### config.mk
export PLATFORM = sky130hd
export DESIGN_NAME = multi_key_group_authorizer
export DESIGN_NICKNAME = d
export VERILOG_FILES = /design/src/rtl/mkga_pkg.sv /design/src/rtl/mkga_keyring.sv /design/src/rtl/mkga_state.sv /design/src/rtl/multi_key_group_authorizer.sv
export SDC_FILE = /design/constraint.sdc
export NUM_CORES = 2
export LEC_CHECK = 0
export BUFFER_PORTS_ARGS = -buffer_cell sky130_fd_sc_hd__buf_2
export CAP_MARGIN = 30
export CELL_PAD_IN_SITES_DETAIL_PLACEMENT = 0
export CELL_PAD_IN_SITES_GLOBAL_PLACEMENT = 2
export CORE_ASPECT_RATIO = 1.75
export CORE_MARGIN = 3
export CORE_UTILIZATION = 36
export CTS_CLUSTER_DIAMETER = 60
export DETAILED_ROUTE_END_ITERATION = 10
export PLACE_DENSITY_LB_ADDON = 0.1
export SLEW_MARGIN = 20
export SYNTH_ARGS = -nofsm -noshare
export SYNTH_HDL_FRONTEND = slang
export SYNTH_SLANG_ARGS = --single-unit
### constraint.sdc
create_clock -name clk -period 6 [get_ports clk]
set_input_delay 0.6 -clock clk [delete_from_list [all_inputs] [get_ports clk]]
set_output_delay 0.6 -clock clk [all_outputs]
set_load 0.03 [all_outputs]
### src/rtl/mkga_pkg.sv
package mkga_pkg;

	localparam int SLOTS       = 8;
	localparam int KEY_WIDTH   = 64;
	localparam int COUNT_WIDTH = 32;
	localparam int GROUPS      = 8;
	localparam int TMO_WIDTH   = 32;

	localparam int SLOT_W = (SLOTS > 1) ? $clog2(SLOTS) : 1;
	localparam int BIT_CNT_W = $clog2(KEY_WIDTH);
	localparam int CMP_W = (COUNT_WIDTH > TMO_WIDTH) ? COUNT_WIDTH : TMO_WIDTH;

	// 600 s at 100 ticks per second.
	localparam logic [TMO_WIDTH-1:0] TMO_RESET = TMO_WIDTH'(600 * 100);
	localparam logic [COUNT_WIDTH-1:0] COUNT_MAX = '1;

	typedef enum logic [2:0] {
		MODE_KEY   = 3'd0,
		MODE_TICK  = 3'd1,
		MODE_TEMP  = 3'd2,
		MODE_AUTH  = 3'd3,
		MODE_CLEAR = 3'd4,
		MODE_LOAD  = 3'd5
	} mode_t;

	typedef enum logic [1:0] {
		UNLOCK_NORMAL = 2'd0,
		UNLOCK_TEMP   = 2'd1,
		UNLOCK_AUTHZ  = 2'd2
	} unlock_t;

	typedef enum logic [1:0] {
		ST_IDLE,
		ST_CMP,
		ST_DONE
	} state_t;

	typedef struct packed {
		logic start;
		logic step;
		logic load;
	} ring_ctl_t;

	typedef struct packed {
		logic [2:0]        mode;
		logic              slot_ok;
		logic [SLOT_W-1:0] slot;
		logic [GROUPS-1:0] groups;
	} req_t;

	typedef struct packed {
		logic              authorized;
		logic              matched;
		logic [2:0]        matched_slot;
		logic              half_unlock;
		logic              need_more;
		logic [GROUPS-1:0] candidate_groups;
		logic [1:0]        unlock_kind;
		logic              log_event;
	} res_t;

endpackage

### src/rtl/mkga_keyring.sv
module mkga_keyring (
	input  logic                          clk,
	input  logic                          arst_n,
	input  mkga_pkg::ring_ctl_t           ctl,
	input  logic [mkga_pkg::SLOT_W-1:0]   load_slot,
	input  logic [mkga_pkg::KEY_WIDTH-1:0] key,
	output logic [mkga_pkg::SLOTS-1:0]    match
);
	import mkga_pkg::*;

	logic [KEY_WIDTH-1:0] slot_key_q [SLOTS];
	logic [KEY_WIDTH-1:0] pkey_q;
	logic [SLOTS-1:0]     miss_q;

	// Every slot key rotates one bit per step, so after a full compare the
	// keys are back in their stored alignment and a load can write them whole.
	always_ff @(posedge clk or negedge arst_n) begin
		if (!arst_n) begin
			for (int s = 0; s < SLOTS; s++) begin
				slot_key_q[s] <= '0;
			end
			miss_q <= '0;
		end else begin
			for (int s = 0; s < SLOTS; s++) begin
				if (ctl.load && load_slot == SLOT_W'(s)) begin
					slot_key_q[s] <= key;
				end else if (ctl.step) begin
					slot_key_q[s] <= {slot_key_q[s][0], slot_key_q[s][KEY_WIDTH-1:1]};
				end
			end
			if (ctl.start) begin
				miss_q <= '0;
			end else if (ctl.step) begin
				for (int s = 0; s < SLOTS; s++) begin
					miss_q[s] <= miss_q[s] | (slot_key_q[s][0] ^ pkey_q[0]);
				end
			end
		end
	end

	always_ff @(posedge clk) begin
		if (ctl.start) begin
			pkey_q <= key;
		end else if (ctl.step) begin
			pkey_q <= {1'b0, pkey_q[KEY_WIDTH-1:1]};
		end
	end

	assign match = ~miss_q;

endmodule

### src/rtl/mkga_state.sv
module mkga_state (
	input  logic                          clk,
	input  logic                          arst_n,
	input  logic                          cfg_we,
	input  logic [mkga_pkg::TMO_WIDTH-1:0] cfg_wdata,
	input  logic                          apply,
	input  mkga_pkg::req_t                req,
	input  logic [mkga_pkg::SLOTS-1:0]    match,
	output mkga_pkg::res_t                res
);
	import mkga_pkg::*;

	logic [GROUPS-1:0]      grp_q [SLOTS];
	logic [GROUPS-1:0]      grp_n [SLOTS];
	logic [GROUPS-1:0]      cand_q, cand_n;
	logic [SLOTS-1:0]       chk_q, chk_n;
	logic [1:0]             um_q, um_n;
	logic [COUNT_WIDTH-1:0] idle_q, idle_n, idle_inc;
	logic [TMO_WIDTH-1:0]   tmo_q;
	logic [SLOT_W-1:0]      msl;
	logic                   any_match;
	logic                   auth;
	logic                   log_ev;
	logic                   need;

	// Lowest matching slot wins.
	always_comb begin
		msl = '0;
		for (int s = SLOTS - 1; s >= 0; s--) begin
			if (match[s]) begin
				msl = SLOT_W'(s);
			end
		end
	end

	assign any_match = |match;
	assign idle_inc = (idle_q == COUNT_MAX) ? idle_q : idle_q + COUNT_WIDTH'(1);

	always_comb begin
		cand_n = cand_q;
		chk_n  = chk_q;
		um_n   = um_q;
		idle_n = idle_q;
		auth   = 1'b0;
		log_ev = 1'b0;
		for (int s = 0; s < SLOTS; s++) begin
			grp_n[s] = grp_q[s];
		end
		unique case (req.mode)
			MODE_KEY: begin
				if (any_match) begin
					cand_n = cand_q & grp_q[msl];
					if (cand_n != '0) begin
						auth = 1'b1;
						chk_n[msl] = 1'b1;
						idle_n = '0;
					end
				end
			end
			MODE_TICK: begin
				idle_n = idle_inc;
				if (CMP_W'(idle_inc) > CMP_W'(tmo_q)) begin
					cand_n = '1;
					chk_n  = '0;
					um_n   = UNLOCK_NORMAL;
				end
			end
			MODE_TEMP: begin
				um_n   = UNLOCK_TEMP;
				idle_n = '0;
				log_ev = 1'b1;
			end
			MODE_AUTH: begin
				um_n   = UNLOCK_AUTHZ;
				log_ev = 1'b1;
			end
			MODE_CLEAR: begin
				cand_n = '1;
				chk_n  = '0;
				um_n   = UNLOCK_NORMAL;
			end
			MODE_LOAD: begin
				if (req.slot_ok) begin
					for (int s = 0; s < SLOTS; s++) begin
						if (req.slot == SLOT_W'(s)) begin
							grp_n[s] = req.groups;
						end
					end
				end
			end
			default: begin
			end
		endcase
	end

	// A candidate group still needs a key while one of its members has not been checked, unless a temporary unlock holds.
	always_comb begin
		need = 1'b0;
		for (int s = 0; s < SLOTS; s++) begin
			if (!chk_n[s] && (grp_n[s] & cand_n) != '0) begin
				need = 1'b1;
			end
		end
		if (um_n == UNLOCK_TEMP) begin
			need = 1'b0;
		end
	end

	always_comb begin
		res.authorized       = auth;
		res.matched          = (req.mode == MODE_KEY) && any_match;
		res.matched_slot     = (req.mode == MODE_KEY) ? 3'(msl) : 3'd0;
		res.half_unlock      = (chk_n != '0);
		res.need_more        = need;
		res.candidate_groups = cand_n;
		res.unlock_kind      = um_n;
		res.log_event        = log_ev;
	end

	always_ff @(posedge clk or negedge arst_n) begin
		if (!arst_n) begin
			for (int s = 0; s < SLOTS; s++) begin
				grp_q[s] <= '0;
			end
			cand_q <= '1;
			chk_q  <= '0;
			um_q   <= UNLOCK_NORMAL;
			idle_q <= '0;
			tmo_q  <= TMO_RESET;
		end else begin
			if (cfg_we) begin
				tmo_q <= cfg_wdata;
			end
			if (apply) begin
				for (int s = 0; s < SLOTS; s++) begin
					grp_q[s] <= grp_n[s];
				end
				cand_q <= cand_n;
				chk_q  <= chk_n;
				um_q   <= um_n;
				idle_q <= idle_n;
			end
		end
	end

endmodule

### src/rtl/multi_key_group_authorizer.sv
// Key slot authorizer. Each request takes one of six modes; a present-key
// request compares the key with all slots one bit per cycle in the compare
// state before its result is registered, while every other mode goes from
// idle straight to the done state. One request is in work at a time, and a
// new request is accepted as soon as the previous result sits in the output
// register, even if that result is still stalled. Loads write a slot key and
// group mask whole; the idle timeout register may be written while idle and
// resets to 60000 ticks.
module multi_key_group_authorizer (
	input  logic        clk,
	input  logic        arst_n,
	input  logic        cfg_we,
	input  logic [31:0] cfg_wdata,
	input  logic        in_valid,
	output logic        in_stall,
	input  logic [2:0]  mode,
	input  logic [63:0] key,
	input  logic [2:0]  slot,
	input  logic [7:0]  slot_groups,
	output logic        out_valid,
	input  logic        out_stall,
	output logic        authorized,
	output logic        matched,
	output logic [2:0]  matched_slot,
	output logic        half_unlock,
	output logic        need_more,
	output logic [7:0]  candidate_groups,
	output logic [1:0]  unlock_kind,
	output logic        log_event
);
	import mkga_pkg::*;

	state_t               state_q, state_n;
	logic [BIT_CNT_W-1:0] cnt_q;
	req_t                 req_q, req_in;
	ring_ctl_t            ctl;
	logic [SLOTS-1:0]     match;
	res_t                 res, res_q;
	logic                 out_valid_q;
	logic                 accept;
	logic                 out_free;
	logic                 apply;

	assign in_stall = (state_q != ST_IDLE);
	assign accept   = in_valid && !in_stall;
	assign out_free = !out_valid_q || !out_stall;

	always_comb begin
		req_in.mode    = mode;
		req_in.slot_ok = (32'(slot) < 32'(SLOTS));
		req_in.slot    = SLOT_W'(slot);
		req_in.groups  = slot_groups;
	end

	always_comb begin
		state_n   = state_q;
		ctl.start = 1'b0;
		ctl.step  = 1'b0;
		ctl.load  = 1'b0;
		apply     = 1'b0;
		unique case (state_q)
			ST_IDLE: begin
				if (accept) begin
					ctl.start = (mode == MODE_KEY);
					ctl.load  = (mode == MODE_LOAD) && req_in.slot_ok;
					state_n   = (mode == MODE_KEY) ? ST_CMP : ST_DONE;
				end
			end
			ST_CMP: begin
				ctl.step = 1'b1;
				if (cnt_q == '0) begin
					state_n = ST_DONE;
				end
			end
			ST_DONE: begin
				if (out_free) begin
					apply   = 1'b1;
					state_n = ST_IDLE;
				end
			end
			default: begin
				state_n = ST_IDLE;
			end
		endcase
	end

	always_ff @(posedge clk or negedge arst_n) begin
		if (!arst_n) begin
			state_q     <= ST_IDLE;
			cnt_q       <= '0;
			out_valid_q <= 1'b0;
		end else begin
			state_q <= state_n;
			if (accept) begin
				cnt_q <= BIT_CNT_W'(KEY_WIDTH - 1);
			end else if (ctl.step) begin
				cnt_q <= cnt_q - BIT_CNT_W'(1);
			end
			if (apply) begin
				out_valid_q <= 1'b1;
			end else if (!out_stall) begin
				out_valid_q <= 1'b0;
			end
		end
	end

	always_ff @(posedge clk) begin
		if (accept) begin
			req_q <= req_in;
		end
		if (apply) begin
			res_q <= res;
		end
	end

	mkga_keyring u_ring (
		.clk       (clk),
		.arst_n    (arst_n),
		.ctl       (ctl),
		.load_slot (req_in.slot),
		.key       (key[KEY_WIDTH-1:0]),
		.match     (match)
	);

	mkga_state u_state (
		.clk       (clk),
		.arst_n    (arst_n),
		.cfg_we    (cfg_we),
		.cfg_wdata (cfg_wdata),
		.apply     (apply),
		.req       (req_q),
		.match     (match),
		.res       (res)
	);

	assign out_valid        = out_valid_q;
	assign authorized       = res_q.authorized;
	assign matched          = res_q.matched;
	assign matched_slot     = res_q.matched_slot;
	assign half_unlock      = res_q.half_unlock;
	assign need_more        = res_q.need_more;
	assign candidate_groups = res_q.candidate_groups;
	assign unlock_kind      = res_q.unlock_kind;
	assign log_event        = res_q.log_event;

`ifndef NO_ASSERTIONS
	a_key_goes_serial: assert property (@(posedge clk) disable iff (!arst_n)
		accept && mode == MODE_KEY |=> state_q == ST_CMP)
		else $error("key request did not start the serial compare");

	a_cmp_ends: assert property (@(posedge clk) disable iff (!arst_n)
		state_q == ST_CMP && cnt_q == '0 |=> state_q == ST_DONE)
		else $error("serial compare did not finish after the last bit");

	a_auth_needs_match: assert property (@(posedge clk) disable iff (!arst_n)
		out_valid && authorized |-> matched && half_unlock)
		else $error("authorized result without a match or checked slot");
`endif

endmodule
==> impl_metrics.json <==
{
  "detail_route.iter0.violations": 1829,
  "postSynthAreaPerCell_um2": 9.143,
  "irDropWorstVdd_uv": 255.0,
  "p_per_area_mw_per_mm2": 458.7,
  "p_sw_mw": 6.900,
  "placement.io_buffers": 134,
  "initial_core_util_pct": 36.32,
  "cts.clk_slew.worst_paths_ps": 60,
  "synth_common_cells": "nand2_1 (1,136), dfrtp_1 (660), o21ai_0 (364)",
  "cts_sinks": 771,
  "fin_skew_ps": 24.02,
  "p_leak_nw": 19.06,
  "hold_viol_final": 0,
  "synth_edf_count": 96,
  "root_buffer": "clkbuf_16",
  "synthArstFlopShare_pct": 87.55,
  "clk_path_buf_depth": 3,
  "cp.arrival_ps": 6160,
  "setup_tns_ps": 0,
  "synth.area.top_cells": "dfrtp_1 (44%), nand2_1 (11%), mux2i_1 (8.4%)",
  "power_mw": 19.58,
  "max-slew-margin-rel_pct": 30.42,
  "synth-seq-area-share_pct": 52.67,
  "maxSlewViolCount": 0,
  "crit_buf_inv": 1,
  "grt_pass1_wl_um": 180200,
  "critPathLaunchType": "register",
  "critPathMaxFanout": 6,
  "seq_power_share_pct": 44.4,
  "r2r_setup_slack_ps": 260,
  "p_clk_share_pct": 26.9,
  "cts_max_level": 3,
  "die_x_um": 250.2,
  "nNetsFinal": 4265,
  "drcViolationCount": 0,
  "status": "finished, final reports clean",
  "antenna_found_initial": 3,
  "grt.overflow.total": 0,
  "cp_slowest_cell": "or4_4",
  "numCtsBuffers": 82,
  "drt-total-wl_um": 114200,
  "yosysUniqueCellTypes": 81,
  "synthToLayoutAreaGrowth_pct": 13.61,
  "die_area_mm2": 0.1084,
  "hpwlAfterDp_um": 76110,
  "critical_path_class": "reg2reg",
  "synth.most_common_cell": "nand2_1",
  "max_stage_delay_ps": 590,
  "ys_dominant_reg_cell": "dfrtp_1",
  "ant_nets": 0,
  "clock_latency_ps": 670,
  "pin_count": 135,
  "crit_family": "simple AND/OR/NAND/NOR gates",
  "tightest_slew_ps": 1044,
  "synth_top_area_cell": "dfrtp_1",
  "netSwitchingFraction_pct": 35.24,
  "finalCriticalPeriod_ps": 5740,
  "yosys.area.top_type_share_pct": 43.95,
  "maxCapViolations": 0,
  "rows": 156,
  "syn_inst": 4110,
  "ys_seq_elements": 771,
  "p_int_mw": 12.68,
  "place_congestion": 0.9392,
  "ys_warn_count": 0,
  "grt_pass1_vias": 29520,
  "grt_usage_pct": 21.07,
  "worstPathRequired_ps": 6420,
  "worstPathCellList": "nand3_1 > nor3_1 > and3_1 > a2111oi_4 > nand2b_1 > buf_4 > nor2_1 > xor2_1 > ha_1 > nand4_1 > a2111oi_1 > or4_4 > a2111o_1 > nand4_4 > o22ai_1 > or4_1 > o31a_1 > or4b_1 > o32a_1",
  "synth_fp_nets": 4260,
  "die_height_um": 433.4,
  "p_comb_share_pct": 28.7,
  "clock.fmax_ghz": 0.1742,
  "grt_max_degree": 158,
  "finalCritPeriodShare_pct": 95.66,
  "syn_area_mm2": 0.03758,
  "wl_per_cell_um": 20.67,
  "drive_gt1_share_pct": 12.55,
  "dr.pass1.iters": 5,
  "routed_via_density": 5.221,
  "core_mm2": 0.1034,
  "crit_path_end_kind": "register",
  "vias": 28860,
  "setup_viol": 0,
  "cts_tree": "done",
  "min_path_type": "in2reg"
}
worst register-to-register path: stages, from the launching register on:
cell and delay [ps]:
dfrtp_1 400, nand3_1 160, nor3_1 100, and3_1 250
a2111oi_4 380, nand2b_1 160, buf_4 190, nor2_1 140
xor2_1 180, ha_1 270, nand4_1 170, a2111oi_1 90
or4_4 590, a2111o_1 480, nand4_4 110, o22ai_1 100
or4_1 580, o31a_1 250, or4b_1 560, o32a_1 310
registers in the layout, summed over array words and instances (netlist names), 2 cells and up:
signal             flops
req_q                 14
u_ring.slot_key_q    512
u_state.cand_q         8
state_q                2
u_state.chk_q          8
candidate_groups       8
u_ring.miss_q          8
u_ring.pkey_q         64
matched_slot           3
unlock_kind            2
cnt_q                  6
u_state.um_q           2
u_state.grp_q         64
u_state.idle_q        32
u_state.tmo_q         32
power by group through the flow:
stage	registers, mW	clock network (mW)	logic (mW)
6_report	8.69	5.27	5.62
5_1_grt	8.95	5.67	6.27
4_1_cts	8.71	5.48	5.65
3_5_place_dp	8.78	0	5.63
3_3_place_gp	8.77	0	5.58
2_1_floorplan	8.36	0	3.84
area by class of cell:
type	count	area, um^2
Sequential cell	771	19790
Inverter	55	206.4
Antenna cell	1	2.502
Clock inverter	35	391.6
Timing Repair Buffer	266	1817
Multi-Input combinational cell	2939	16440
Fill cell	10410	60760
Clock buffer	117	2356
Tap cell	1343	1680
cells in the final DEF, fill, tap and decap left out, drive strengths merged, types with 6 or more instances in the layout:
cell / synthesis / final
a2111oi: 9 / 9
a211oi: 7 / 7
a21o: 7 / 7
a21oi: 55 / 55
a22oi: 6 / 6
a31oi: 271 / 271
a32oi: 6 / 6
and2: 10 / 10
and3: 11 / 11
buf: 13 / 265
bufinv: 0 / 6
clkbuf: 332 / 117
clkinv: 0 / 22
dfrtp: 660 / 660
dfstp: 15 / 15
edfxtp: 96 / 96
ha: 35 / 35
inv: 55 / 60
mux2: 67 / 67
mux2i: 314 / 314
nand2: 1136 / 1136
nand2b: 10 / 10
nand3: 37 / 37
nand4: 24 / 24
nor2: 340 / 340
nor3: 19 / 19
nor3b: 7 / 7
nor4: 13 / 13
o211ai: 7 / 7
o21a: 6 / 6
o21ai: 375 / 375
o221ai: 14 / 14
o22ai: 24 / 24
o31ai: 14 / 14
or2: 8 / 8
or4: 7 / 7
xnor2: 21 / 21
xor2: 21 / 21
final timing paths:
check | start | endpoint | cells past startpoint
setup reg to reg | u_state.idle_q[28]$_DFFE_PN0P_ | need_more$_SDFFCE_PN0P_ | 19
hold reg to reg | u_state.chk_q[7]$_DFFE_PN0P_ | u_state.chk_q[7]$_DFFE_PN0P_ | 2
setup / recovery | u_state.idle_q[28]$_DFFE_PN0P_ | need_more$_SDFFCE_PN0P_ | 19
min in group asynchronous | arst_n | u_state.tmo_q[3]$_DFFE_PN0P_ | 2
max in group asynchronous | arst_n | u_ring.slot_key_q[214]$_DFFE_PN0P_ | 3
hold / removal | slot_groups[6] | req_q[6]$_DFFE_PP_ | 1
metal layers:
layer	up-vias	track usage [%]	routed length [um]
met1	14060	24.72	46140
met4	2	9.096	4776
li1	14100	-	-
met2	483	38.54	59980
met3	216	2.578	3330
met5	-	0	18
logic make-up after synthesis:
logic type / synth area share (%)
simple gates: 17.71
compound gates: 13.06
flops: 52.67
buf+inv: 4.039
mux: 10.37
xor+xnor: 0.9790
fa+ha+maj: 1.165
metrics by stage:
| stage | util, % | instance area (um^2) | setup WS (ps) | instances | hold WS (ps) |
|---|---|---|---|---|---|
| 4_1_cts | 41.16 | 42580 | 17.03 | 5523 | 41.96 |
| 2_1_floorplan | - | 37590 | 62.75 | 4110 | 304.4 |
| 3_5_place_dp | 38.49 | 39820 | -107.1 | 5370 | 474.9 |
| 6_report | 41.27 | 42690 | 260.3 | 5527 | 112.4 |
| 3_3_place_gp | 38.46 | 39780 | -26.93 | 5368 | 472.2 |
| 5_1_grt | 41.27 | 42690 | -10.57 | 5526 | 73.57 |
repair_timing:
| action | in CTS | in global routing |
|---|---|---|
| pin swaps | 0 | 3 |
| hold buffers | 1 | 0 |
| buffers inserted | 0 | 1 |
| endpoints found under the hold margin | 67 | 0 |
| resized for setup | 3 | 15 |
| endpoints found under the setup margin | 1 | 1 |
No activity file was read; power rests on OpenSTA's default activity.
